<file path="src/design/packed_2bit_symbol_range_count_defines.svh">
// ----------------------------------------------------------------------------
// Assertion macros for the packed 2-bit symbol range counter
// Concurrent property wrappers that the counter's design file uses for its checks.
// ----------------------------------------------------------------------------
`ifndef PACKED_2BIT_SYMBOL_RANGE_COUNT_DEFINES_SVH
`define PACKED_2BIT_SYMBOL_RANGE_COUNT_DEFINES_SVH

`ifndef ASSERT_OFF
`define P2SRC_ASSERT_SAME(label, clk, rst, ante, cons) \
   label: assert property (@(posedge clk) disable iff (rst) (ante) |-> (cons)) \
      else $error("p2src same-cycle check failed");
`define P2SRC_ASSERT_NEXT(label, clk, rst, ante, cons) \
   label: assert property (@(posedge clk) disable iff (rst) (ante) |=> (cons)) \
      else $error("p2src next-cycle check failed");
`else
`define P2SRC_ASSERT_SAME(label, clk, rst, ante, cons)
`define P2SRC_ASSERT_NEXT(label, clk, rst, ante, cons)
`endif

`endif

</file>
<file path="src/design/p2src_pkg.sv">
// ----------------------------------------------------------------------------
// Packed 2-bit symbol range counter package
// Fixed widths, operation codes and shared types.
// ----------------------------------------------------------------------------
package p2src_pkg;

   localparam int SYMBOL_BITS      = 2;
   localparam int SYMBOLS_PER_BYTE = 4;
   localparam int BYTE_BITS        = 8;
   localparam int INDEX_SHIFT      = 2;
   localparam int MATCH_COUNT_BITS = 3;

   typedef logic [SYMBOL_BITS-1:0]      symbol_type;
   typedef logic [BYTE_BITS-1:0]        packed_byte_type;
   typedef logic [MATCH_COUNT_BITS-1:0] match_count_type;
   typedef logic                        opcode_type;

   localparam opcode_type OP_BEGIN = 1'b0;
   localparam opcode_type OP_DATA  = 1'b1;

endpackage

</file>
<file path="src/design/p2src_byte_match.sv">
// ----------------------------------------------------------------------------
// Packed byte match counter
// Counts the symbols of one packed byte that equal the query symbol and whose
// position lies in the half-open query range.
// ----------------------------------------------------------------------------
module p2src_byte_match #(
   parameter int POSITION_BITS = 40
) (
   input  p2src_pkg::symbol_type                               query_symbol,
   input  logic [POSITION_BITS-1:0]                            query_start,
   input  logic [POSITION_BITS-1:0]                            query_end,
   input  p2src_pkg::packed_byte_type                          packed_byte,
   input  logic [POSITION_BITS-p2src_pkg::INDEX_SHIFT-1:0]     byte_addr,
   output p2src_pkg::match_count_type                          match_count
);

   localparam int SymBits   = p2src_pkg::SYMBOL_BITS;
   localparam int LaneCount = p2src_pkg::SYMBOLS_PER_BYTE;
   localparam int LaneBits  = p2src_pkg::INDEX_SHIFT;
   localparam int CountBits = p2src_pkg::MATCH_COUNT_BITS;

   logic [LaneCount-1:0] lane_hit;

   always_comb begin
      logic [POSITION_BITS-1:0] pos;
      p2src_pkg::symbol_type    sym;
      for (int k = 0; k < LaneCount; k++) begin
         sym         = packed_byte[SymBits*k +: SymBits];
         pos         = {byte_addr, LaneBits'(k)};
         lane_hit[k] = (sym == query_symbol) && (pos >= query_start) && (pos < query_end);
      end
   end

   assign match_count = CountBits'($countones(lane_hit));

endmodule

</file>
<file path="src/design/packed_2bit_symbol_range_count.sv">
// A beat is registered in the input register on acceptance, and the result of a last
// data beat then passes to the output register once that register is free or read.
// Throughput: one beat per cycle while no result waits; the running count updates
// once per data beat. A waiting result holds a last data beat in the input
// register, and the beats behind it wait with it. Reset is synchronous and active
// high; it empties the pipeline and clears the query and the running count to zero.
// ----------------------------------------------------------------------------
// Packed 2-bit symbol range counter
// Counts occurrences of one 2-bit symbol in a position range of a packed byte
// stream and reports the count, less the sentinel, on the last byte.
// ----------------------------------------------------------------------------
`include "packed_2bit_symbol_range_count_defines.svh"

module packed_2bit_symbol_range_count #(
   parameter int POSITION_BITS = 40
) (
   input  logic                                            clock,
   input  logic                                            reset,
   input  logic                                            req_valid,
   output logic                                            req_ready,
   input  p2src_pkg::opcode_type                           req_opcode,
   input  p2src_pkg::symbol_type                           req_symbol_rank,
   input  logic [POSITION_BITS-1:0]                        req_range_start,
   input  logic [POSITION_BITS-1:0]                        req_range_end,
   input  logic [POSITION_BITS-1:0]                        req_primary_position,
   input  p2src_pkg::packed_byte_type                      req_packed_byte,
   input  logic [POSITION_BITS-p2src_pkg::INDEX_SHIFT-1:0] req_byte_addr,
   input  logic                                            req_last_byte,
   output logic                                            rsp_valid,
   input  logic                                            rsp_ready,
   output logic [POSITION_BITS-1:0]                        rsp_occurrence_count
);

   localparam int PosBits   = POSITION_BITS;
   localparam int IdxBits   = POSITION_BITS - p2src_pkg::INDEX_SHIFT;
   localparam int CountBits = p2src_pkg::MATCH_COUNT_BITS;
   localparam int WideBits  = POSITION_BITS + 1;

   // Input register.
   logic                            s1_valid_ff, s1_valid_in;
   p2src_pkg::opcode_type           s1_opcode_ff;
   p2src_pkg::symbol_type           s1_symbol_ff;
   logic [PosBits-1:0]              s1_start_ff;
   logic [PosBits-1:0]              s1_end_ff;
   logic [PosBits-1:0]              s1_primary_ff;
   p2src_pkg::packed_byte_type      s1_byte_ff;
   logic [IdxBits-1:0]              s1_index_ff;
   logic                            s1_last_ff;

   // Query and accumulator state.
   p2src_pkg::symbol_type           query_symbol_ff, query_symbol_in;
   logic [PosBits-1:0]              query_start_ff, query_start_in;
   logic [PosBits-1:0]              query_end_ff, query_end_in;
   logic                            sentinel_ff, sentinel_in;
   logic [PosBits-1:0]              count_ff, count_in;

   // Result register.
   logic                            rsp_valid_ff, rsp_valid_in;
   logic [PosBits-1:0]              rsp_count_ff, rsp_count_in;

   logic                            req_fire;
   logic                            s1_is_begin;
   logic                            s1_is_final;
   logic                            s1_advance;
   p2src_pkg::match_count_type      match_count;
   p2src_pkg::match_count_type      match_less_one;
   logic [WideBits-1:0]             sum_full;
   logic [WideBits-1:0]             dec_full;
   logic [PosBits-1:0]              sat_count;
   logic [PosBits-1:0]              final_count;
   logic                            total_zero;

   assign s1_is_begin = (s1_opcode_ff == p2src_pkg::OP_BEGIN);
   assign s1_is_final = (s1_opcode_ff == p2src_pkg::OP_DATA) && s1_last_ff;
   assign s1_advance  = s1_valid_ff && (!s1_is_final || !rsp_valid_ff || rsp_ready);
   assign req_ready   = !s1_valid_ff || s1_advance;
   assign req_fire    = req_valid && req_ready;

   p2src_byte_match #(
      .POSITION_BITS (POSITION_BITS)
   ) u_match (
      .query_symbol (query_symbol_ff),
      .query_start  (query_start_ff),
      .query_end    (query_end_ff),
      .packed_byte  (s1_byte_ff),
      .byte_addr    (s1_index_ff),
      .match_count  (match_count)
   );

   // The decremented total is formed beside the sum so that no subtract follows the add.
   assign match_less_one = match_count - CountBits'(1);
   assign sum_full   = {1'b0, count_ff} + WideBits'(match_count);
   assign dec_full   = {1'b0, count_ff}
                     + {{(WideBits-CountBits){match_less_one[CountBits-1]}}, match_less_one};
   assign sat_count  = sum_full[PosBits] ? {PosBits{1'b1}} : sum_full[PosBits-1:0];
   assign total_zero = (count_ff == '0) && (match_count == '0);

   always_comb begin
      if (!sentinel_ff) begin
         final_count = sat_count;
      end else if (sum_full[PosBits]) begin
         final_count = {{(PosBits-1){1'b1}}, 1'b0};
      end else if (total_zero) begin
         final_count = '0;
      end else begin
         final_count = dec_full[PosBits-1:0];
      end
   end

   always_comb begin
      s1_valid_in     = s1_valid_ff;
      query_symbol_in = query_symbol_ff;
      query_start_in  = query_start_ff;
      query_end_in    = query_end_ff;
      sentinel_in     = sentinel_ff;
      count_in        = count_ff;
      rsp_valid_in    = rsp_valid_ff && !rsp_ready;
      rsp_count_in    = rsp_count_ff;

      if (req_fire) begin
         s1_valid_in = 1'b1;
      end else if (s1_advance) begin
         s1_valid_in = 1'b0;
      end

      if (s1_advance) begin
         if (s1_is_begin) begin
            query_symbol_in = s1_symbol_ff;
            query_start_in  = s1_start_ff;
            query_end_in    = s1_end_ff;
            sentinel_in     = (s1_symbol_ff == '0) && (s1_primary_ff >= s1_start_ff)
                              && (s1_primary_ff < s1_end_ff);
            count_in        = '0;
         end else if (s1_last_ff) begin
            count_in     = '0;
            rsp_valid_in = 1'b1;
            rsp_count_in = final_count;
         end else begin
            count_in = sat_count;
         end
      end
   end

   always_ff @(posedge clock) begin
      if (reset) begin
         s1_valid_ff     <= 1'b0;
         query_symbol_ff <= '0;
         query_start_ff  <= '0;
         query_end_ff    <= '0;
         sentinel_ff     <= 1'b0;
         count_ff        <= '0;
         rsp_valid_ff    <= 1'b0;
      end else begin
         s1_valid_ff     <= s1_valid_in;
         query_symbol_ff <= query_symbol_in;
         query_start_ff  <= query_start_in;
         query_end_ff    <= query_end_in;
         sentinel_ff     <= sentinel_in;
         count_ff        <= count_in;
         rsp_valid_ff    <= rsp_valid_in;
      end
   end

   always_ff @(posedge clock) begin
      if (req_fire) begin
         s1_opcode_ff  <= req_opcode;
         s1_symbol_ff  <= req_symbol_rank;
         s1_start_ff   <= req_range_start;
         s1_end_ff     <= req_range_end;
         s1_primary_ff <= req_primary_position;
         s1_byte_ff    <= req_packed_byte;
         s1_index_ff   <= req_byte_addr;
         s1_last_ff    <= req_last_byte;
      end
      rsp_count_ff <= rsp_count_in;
   end

   assign rsp_valid            = rsp_valid_ff;
   assign rsp_occurrence_count = rsp_count_ff;

   `P2SRC_ASSERT_NEXT(a_final_gives_rsp, clock, reset, s1_advance && s1_is_final, rsp_valid_ff)
   `P2SRC_ASSERT_NEXT(a_begin_clears_count, clock, reset, s1_advance && s1_is_begin, count_ff == '0)
   `P2SRC_ASSERT_SAME(a_sentinel_only_symbol_zero, clock, reset, sentinel_ff, query_symbol_ff == '0)

endmodule

</file>
<file path="config.mk">
export PLATFORM = sky130hd
export DESIGN_NAME = packed_2bit_symbol_range_count
export DESIGN_NICKNAME = d
export VERILOG_FILES = /design/src/design/p2src_pkg.sv /design/src/design/p2src_byte_match.sv /design/src/design/packed_2bit_symbol_range_count.sv
export VERILOG_INCLUDE_DIRS = /design/src /design/src/design
export SDC_FILE = /design/constraint.sdc
export NUM_CORES = 1
export LEC_CHECK = 0
export BUFFER_PORTS_ARGS = -buffer_cell sky130_fd_sc_hd__buf_2
export CORE_ASPECT_RATIO = 0.75
export CORE_MARGIN = 1
export CORE_UTILIZATION = 47
export CTS_CLUSTER_SIZE = 28
export DETAILED_ROUTE_END_ITERATION = 10
export HOLD_SLACK_MARGIN = 0.1
export PLACE_DENSITY = 0.68
export SYNTH_ARGS = -nofsm -noshare
export SYNTH_HDL_FRONTEND = slang
export SYNTH_SLANG_ARGS = --single-unit
</file>
<file path="constraint.sdc">
create_clock -name clock -period 19.31 [get_ports clock]
set_input_delay 2.8965 -clock clock [delete_from_list [all_inputs] [get_ports clock]]
set_output_delay 2.8965 -clock clock [all_outputs]
set_load 0.05 [all_outputs]
</file>
==> summary.md, run 1 <==
| Metric | Value |
|---|---|
| Crit-path max cell delay | 0.59 ns |
| Core area | 38790 um^2 |
| Final Hold Viols | 0 |
| Largest net degree at the start of global routing | 84 |
| CP endpoint kind | register |
| YS warnings | 0 |
| Post-CTS setup buffers | 0 |
| CTS Hold Bufs | 0 |
| Wirelength, routed | 51950 um |
| Final slew viol count | 0 |
| Slew margin rel. | 28.17% |
| WP data arrival | 7.86 ns |
| Yosys reg bits | 335 |
| Seq/Total Area, Yosys | 47.02% |
| Die Y | 174.9 um |
| Max VDD drop | 0.06746 mV |
| Share of cells above drive strength 1 | 14.35% |
| FMAX | 0.1314 GHz |
| Final period utilization | 39.41% |
| Core Rows | 62 |
| WL/cell | 19.52 um |
| DRC | 0 |
| Pwr/cell area | 83.34 nW/um^2 |
| Fill cell count | 3383 |
| Total GRT Usage | 25.59% |
| Crit start category | register |
| Main synth FF type | edfxtp_1 |
| Asr flop ratio synth | 0% |
| CP max-delay cell | fa_1 |
| Starting density of the core | 48.29% |
| Number of global-route vias before repair | 14503 |
| Worst slew pin tran | 1.074 ns |
| Area grow syn2layout | 15.20% |
| Initial antenna violation count | 4 |
| DRT antenna net count | 0 |
| Crit path kind | reg2reg |
| Pre-CTS setup slack | 11.80 ns |
| Setup violations, final | 0 |
| Netlist cell types | 68 |
| Worst-Skew Late Latency | 0.55 ns |
| Via density | 5.675 |
| Hold Path Class | reg2reg |
| Crit Path Max Fanout | 40 |
| Max-cap viol count | 0 |
| Tmin final | 7.610 ns |
| Clock Skew | 0.01428 ns |
| CTS tree | done |
| CP Data Required Time | 19.56 ns |
| Syn Area/Cell | 9.736 um^2 |
| Clock sink count | 335 |
| Post-CTS Resized | 0 |
| Num CTS Buffers | 37 |
| DRT Pass-1 Iters | 5 |
| Initial drt markers | 1261 |
| Outcome | completed |
| Crit-path most repeated cell | ha_1 |
| CTS root buf | clkbuf_16 |
| Syn Nets | 2308 |
| Clock-pin transition on the worst setup and hold timing paths | 0.06 ns |
| Clock Tree Buf Depth | 3 |
| Placer Congestion | 0.9473 |
| Total gr overflow | 0 |
| Sum Neg Setup Slack | 0 ns |
| P_leak | 9.191 nW |
| Die footprint | 40670 um^2 |
| Hpwl dp | 38010 um |
| Cell Area, Synth | 18730 um^2 |
| RSZ-0062 raised after global routing | false |
| DR vias | 15107 |
| First-pass GRT wire length | 80930 um |
| Number of buffers added on ports | 215 |
| Post-synthesis cell count | 1924 |
| Boundary pin count | 216 |
| EDFF count, synth | 210 |
| Max H-tree Level | 2 |
| Fin worst setup slack | 11.70 ns |
| Die W | 232.5 um |
| Nets | 2502 |
==> layer usage <==
metal | wire length (um) | vias to the layer above | part of all wire [%] | track usage (%)
met1 | 25140 | 7219 | 48 | 38.90
met4 | 908 | 2 | 1.7 | 6.073
met3 | 3911 | 67 | 7.5 | 4.471
li1 | - | 7278 | - | -
met5 | 13 | - | 0.025 | 0
met2 | 21980 | 541 | 42 | 37.49
==> critical path: cells and delay by family (launching register included) <==
family	cells	cell delay (ns)
compound gates	13	2.99
flops	1	0.39
simple gates	4	0.79
xor+xnor	1	0.18
buf+inv	3	0.54
fa+ha+maj	7	2.41
==> cell families (layout without fill, tap and decap cells) <==
family / after synthesis / count (layout) / synth area share [%]
flops: 335 / 335 / 47.02
mux: 4 / 4 / 0.2204
other cells: 0 / 3 / 0
xor+xnor: 71 / 71 / 3.360
simple gates: 529 / 529 / 13.29
buf+inv: 253 / 476 / 5.137
compound gates: 522 / 522 / 16.83
fa+ha+maj: 210 / 210 / 14.15
==> layout make-up <==
cell class | count | area, um^2 | share of cell area (%)
multi-input combinational | 1336 | 8990 | 41.66
sequential | 335 | 8808 | 40.82
timing repair buffer | 229 | 1184 | 5.485
clock buffer | 49 | 1044 | 4.836
inverter | 179 | 671.9 | 3.114
tap | 512 | 640.6 | 2.969
clock inverter | 19 | 232.7 | 1.079
antenna | 3 | 7.507 | 0.03479
==> per-stage QoR <==
stage	utilization (%)	power, mW	std cells	hold WS (ns)	instance area [um^2]
floorplan	-	0.9843	1924	0.4363	18730
global placement	52.32	1.057	2591	0.4447	20290
detailed placement	52.32	1.062	2591	0.4470	20290
CTS	55.61	1.809	2659	0.4556	21570
global route	55.63	1.869	2662	0.4693	21580
finish	55.63	1.798	2662	0.4554	21580
==> cell usage in the layout, fill, tap and decap left out, types with 31 or more instances in the layout <==
cell type / instances
edfxtp_1: 210
xnor2_1: 39
clkbuf_16: 39
ha_1: 207
buf_2: 214
nor2_1: 92
dfxtp_1: 125
o21ai_0: 106
nand4_1: 48
xor2_1: 31
nand2_1: 244
a21oi_1: 225
inv_1: 179
a21o_1: 81
==> registers in the layout, indices dropped and copies added (netlist names) <==
register and cells:
count_ff 40, query_end_ff 40, query_start_ff 40, query_symbol_ff 2, rsp_occurrence_count 40, rsp_valid 1, s1_byte_ff 8, s1_end_ff 40
s1_index_ff 38, s1_last_ff 1, s1_opcode_ff 1, s1_primary_ff 40, s1_start_ff 40, s1_symbol_ff 2, s1_valid_ff 1, sentinel_ff 1
==> Yosys cell counts, types with 10 or more instances <==
master / count / area, um^2
a21o_1: 81 / 608.1
a21oi_1: 226 / 1131
a31oi_1: 11 / 68.82
and2_1: 10 / 62.56
and3_1: 17 / 106.4
clkbuf_1: 61 / 229.0
dfxtp_1: 125 / 2502
edfxtp_1: 210 / 6306
ha_1: 207 / 2590
inv_1: 179 / 671.9
nand2_1: 244 / 915.9
nand3_1: 28 / 140.1
nand4_1: 48 / 300.3
nor2_1: 93 / 349.1
nor2b_1: 22 / 137.6
nor3_1: 17 / 85.08
nor4_1: 14 / 87.58
o211ai_1: 15 / 112.6
o21a_1: 10 / 75.07
o21ai_0: 106 / 530.5
o221ai_1: 10 / 87.58
xnor2_1: 39 / 341.6
xor2_1: 31 / 271.5
==> path summary, 6_finish.rpt <==
kind | end | from | slack (ns) | cells past startpoint
worst max-delay path | rsp_occurrence_count[38] | s1_index_ff[15] | 11.70 | 28
worst min-delay path | query_end_ff[34] | query_end_ff[34] | 0.46 | 2
worst max register to register | rsp_occurrence_count[38] | s1_index_ff[15] | 11.70 | 28
worst min register to register | query_end_ff[34] | query_end_ff[34] | 0.46 | 2
==> power breakdown <==
group	switching (mW)	leakage [nW]	total, mW	internal, mW
combinational	0.150	5.50	0.244	0.0941
sequential	0.0177	3.06	0.808	0.791
clock	0.307	0.625	0.746	0.439
total	0.474	9.19	1.80	1.32
No activity file was read; power rests on OpenSTA's default activity.
==> run 2, diff against run 1 <==
--- a/config.mk
+++ b/config.mk
@@ -6,6 +6,7 @@
 export SDC_FILE = /design/constraint.sdc
 export NUM_CORES = 1
 export LEC_CHECK = 0
+export ABC_AREA = 1
 export BUFFER_PORTS_ARGS = -buffer_cell sky130_fd_sc_hd__buf_2
 export CORE_ASPECT_RATIO = 0.75
 export CORE_MARGIN = 1
==> constraint.sdc (replaced) <==
create_clock -name clock -period 7.8 [get_ports clock]
set_input_delay 1.17 -clock clock [delete_from_list [all_inputs] [get_ports clock]]
set_output_delay 1.17 -clock clock [all_outputs]
set_load 0.05 [all_outputs]
==> run 2 against run 1 <==
Effect of this change:
- critical endpoint is now rsp_occurrence_count[14]
- global-route usage rose by 2.4 points
- critical path type unchanged
- clock skew fell by 0.00062 ns
- clock-buffer cell count fell by 7
- critical path depth fell by 1
- largest cell class unchanged
- flip-flop and latch count did not move
==> summary.md, run 2 <==
| Metric | Value |
|---|---|
| Netlist cell types | 46 (-32%) |
| Hpwl dp | 48110 um (+27%) |
| Most common cell after layout, fill and taps aside | nand2_1 |
| Top Family by Delay on Critical Path | simple AND/OR/NAND/NOR gates |
| Top post-synthesis cells by count | nand2_1, inv_1, a21oi_1 |
| FMAX | 0.1499 GHz (+14%) |
| Die W | 241.8 um (+4.0%) |
| Worst slew pin tran | 1.264 ns (+0.1905 ns) |
| Pwr/cell area | 205.0 nW/um^2 (+150%) |
| CP endpoint kind | register |
| Final Hold Viols | 0 (unchanged) |
| Num CTS Buffers | 36 (-2.7%) |
| WP data arrival | 6.94 ns (-0.92 ns) |
| Yosys reg bits | 335 (unchanged) |
| Multi-input gate area | 9798 um^2 (+9.0%) |
| RSZ-0062 raised after global routing | false |
| Placer Congestion | 1.013 (+7.0%) |
| Setup violations, final | 0 (unchanged) |
| Core Rows | 65 (+4.8%) |
| Final instance area | 23130 um^2 (+7.2%) |
| Final period utilization | 85.51% (+46 points) |
| Wirelength, routed | 61850 um (+19%) |
| Number of global-route vias before repair | 16669 (+15%) |
| DR vias | 17833 (+18%) |
| Boundary pin count | 216 (unchanged) |
| DRT Pass-1 Iters | 8 (+3) |
| DRT antenna net count | 0 (unchanged) |
| CTS Hold Bufs | 0 (unchanged) |
| Main synth FF type | edfxtp_1 |
| Largest net degree at the start of global routing | 113 (+35%) |
| Final slew viol count | 0 (unchanged) |
| Total GRT Usage | 27.98% (+2.4 points) |
| Most frequent cells in the layout | nand2_1, inv_1, a21oi_1, nor2_1, buf_2 |
| Nets | 3102 (+24%) |
| Post-synth top area share | 31.11% (-2.6 points) |
| Clock Skew | 0.01367 ns (-0.0006182 ns) |
| Crit start category | register |
| Post-CTS Resized | 0 (unchanged) |
| Clock Tree Buf Depth | 3 (unchanged) |
| Fill cell count | 4027 (+19%) |
| Asr flop ratio synth | 0% (unchanged) |
| Critical path origin | s1_index_ff[17] |
| Sequential cell area | 8808 um^2 (unchanged) |
| EDFF count, synth | 210 (unchanged) |
| CTS root buf | clkbuf_16 |
| Tmin final | 6.670 ns (-0.9400 ns) |
| Slew margin rel. | 15.73% (-12 points) |
| DRC | 0 (unchanged) |
| Initial antenna violation count | 9 (+5) |
| Top-count cell post-synth | nand2_1 |
| Cell Area, Synth | 20270 um^2 (+8.2%) |
| Crit-path most repeated cell | nand2_1 |
| Crit path kind | reg2reg |
| YS warnings | 0 (unchanged) |
| WL/cell | 18.61 um (-4.6%) |
| Worst-Skew Late Latency | 0.54 ns (about the same) |
| Hold Path Class | reg2reg |
| CP max-delay cell | nor4_1 |
| Max H-tree Level | 2 (unchanged) |
| Crit Path Max Fanout | 40 (unchanged) |
| Area leader, netlist | edfxtp_1 |
| Total gr overflow | 0 (unchanged) |
| Placement Cell Area | 21880 um^2 (+7.8%) |
| Area grow syn2layout | 14.09% |
| Die footprint | 43970 um^2 (+8.1%) |
| CP Data Required Time | 8.07 ns (-11.49 ns) |
| Hold_sp | s1_start_ff[32] |
| Initial drt markers | 1712 (+36%) |
| Core area | 42290 um^2 (+9.0%) |
| Share of cells above drive strength 1 | 13.59% (-0.76 points) |
| Reg2reg start | s1_index_ff[17] |
| P_leak | 10.58 nW (+15%) |
| Top cells by area, synth | edfxtp_1, ha_1, dfxtp_1 |
| Seq/Total Area, Yosys | 43.46% (-3.6 points) |
| Clock-pin transition on the worst setup and hold timing paths | 0.06 ns (about the same) |
| Syn Nets | 2898 (+26%) |
| Via density | 5.367 (-5.4%) |
| Post-synthesis cell count | 2514 (+31%) |
| Die Y | 181.8 um (+4.0%) |
| First-pass GRT wire length | 94920 um (+17%) |
| Clock sink count | 335 (unchanged) |
| Crit-path max cell delay | 0.67 ns (+0.08 ns) |
| Sum Neg Setup Slack | 0 ns (unchanged) |
| Syn Area/Cell | 8.063 um^2 (-17%) |
| CTS tree | done |
| Starting density of the core | 47.93% (-0.36 points) |
| Number of buffers added on ports | 215 (unchanged) |
| Post-CTS setup buffers | 0 (unchanged) |
| Max-cap viol count | 0 (unchanged) |
| Worst path buffer plus inverter count | 3 (unchanged) |
| Outcome | completed |
| Max VDD drop | 0.1755 mV (+160%) |
## run 2: changes by cell type in the layout (fill, tap and decap cells not counted), moves of 21 or more
| cell | previous run | this run |
|---|---|---|
| xnor2_1 | 39 | 5 |
| a21o_1 | 81 | 5 |
| nor2_1 | 92 | 223 |
| inv_1 | 179 | 369 |
| or2_2 | 4 | 26 |
| nor2b_1 | 21 | 0 |
| a21oi_2 | 0 | 30 |
| nand3_1 | 28 | 144 |
| nand2_1 | 244 | 598 |
## run 2: layout make-up
type,instances,share of cell area [%]
Clock buffer,42,4.079
Multi-Input combinational cell,1744,42.37
Antenna cell,9,0.09739
Tap cell,569,3.079
Sequential cell,335,38.09
Clock inverter,23,1.223
Timing Repair Buffer,222,4.880
Inverter,379,6.184
## run 2: worst paths after layout
| check | endpoint | slack (ns) | cells after the start |
|---|---|---|---|
| setup / recovery | rsp_occurrence_count[14] | 1.13 | 27 |
| hold reg to reg | query_start_ff[32] | 0.51 | 2 |
| hold / removal | query_start_ff[32] | 0.51 | 2 |
| setup reg to reg | rsp_occurrence_count[14] | 1.13 | 27 |
## run 2: power by group
group / switching [mW] / internal [mW]
logic: 0.640 / 0.290
clock network: 0.736 / 1.07
registers: 0.0379 / 1.97
## run 2: layer usage
layer | global-route usage [%] | wire (um) | part of all wire [%]
met1 | 43.11 | 30380 | 49
met2 | 38.41 | 24250 | 39
met3 | 5.986 | 5674 | 9.2
met4 | 8.582 | 1549 | 2.5
met5 | 0 | 0 | 0
## run 2: cells by family after synthesis
| family | after synthesis | synth area share (%) |
|---|---|---|
| XOR/XNOR | 18 | 0.7778 |
| adder cells (fa/ha/maj) | 210 | 13.07 |
| flip-flops | 335 | 43.46 |
| AO/OA/AOI/OAI | 413 | 10.98 |
| buffers and inverters | 435 | 8.259 |
| AND/OR/NAND/NOR | 1103 | 23.45 |
## run 2: through the flow
step	power [mW]	setup WS [ns]	hold slack, ns	util, %	cells
6_report	4.740	1.130	0.5086	54.68	3323
5_1_grt	4.972	0.9187	0.5263	54.67	3320
4_1_cts	4.763	1.298	0.5012	54.63	3314
3_5_place_dp	2.947	1.337	0.4904	51.73	3249
3_3_place_gp	2.934	1.301	0.4760	51.73	3249
2_1_floorplan	2.656	2.224	0.4455	-	2514
## run 2: tightest hold or removal path: stages (launching register included)
cell and delay [ns]:
edfxtp_1 0.32, inv_1 0.05, a21oi_1 0.10
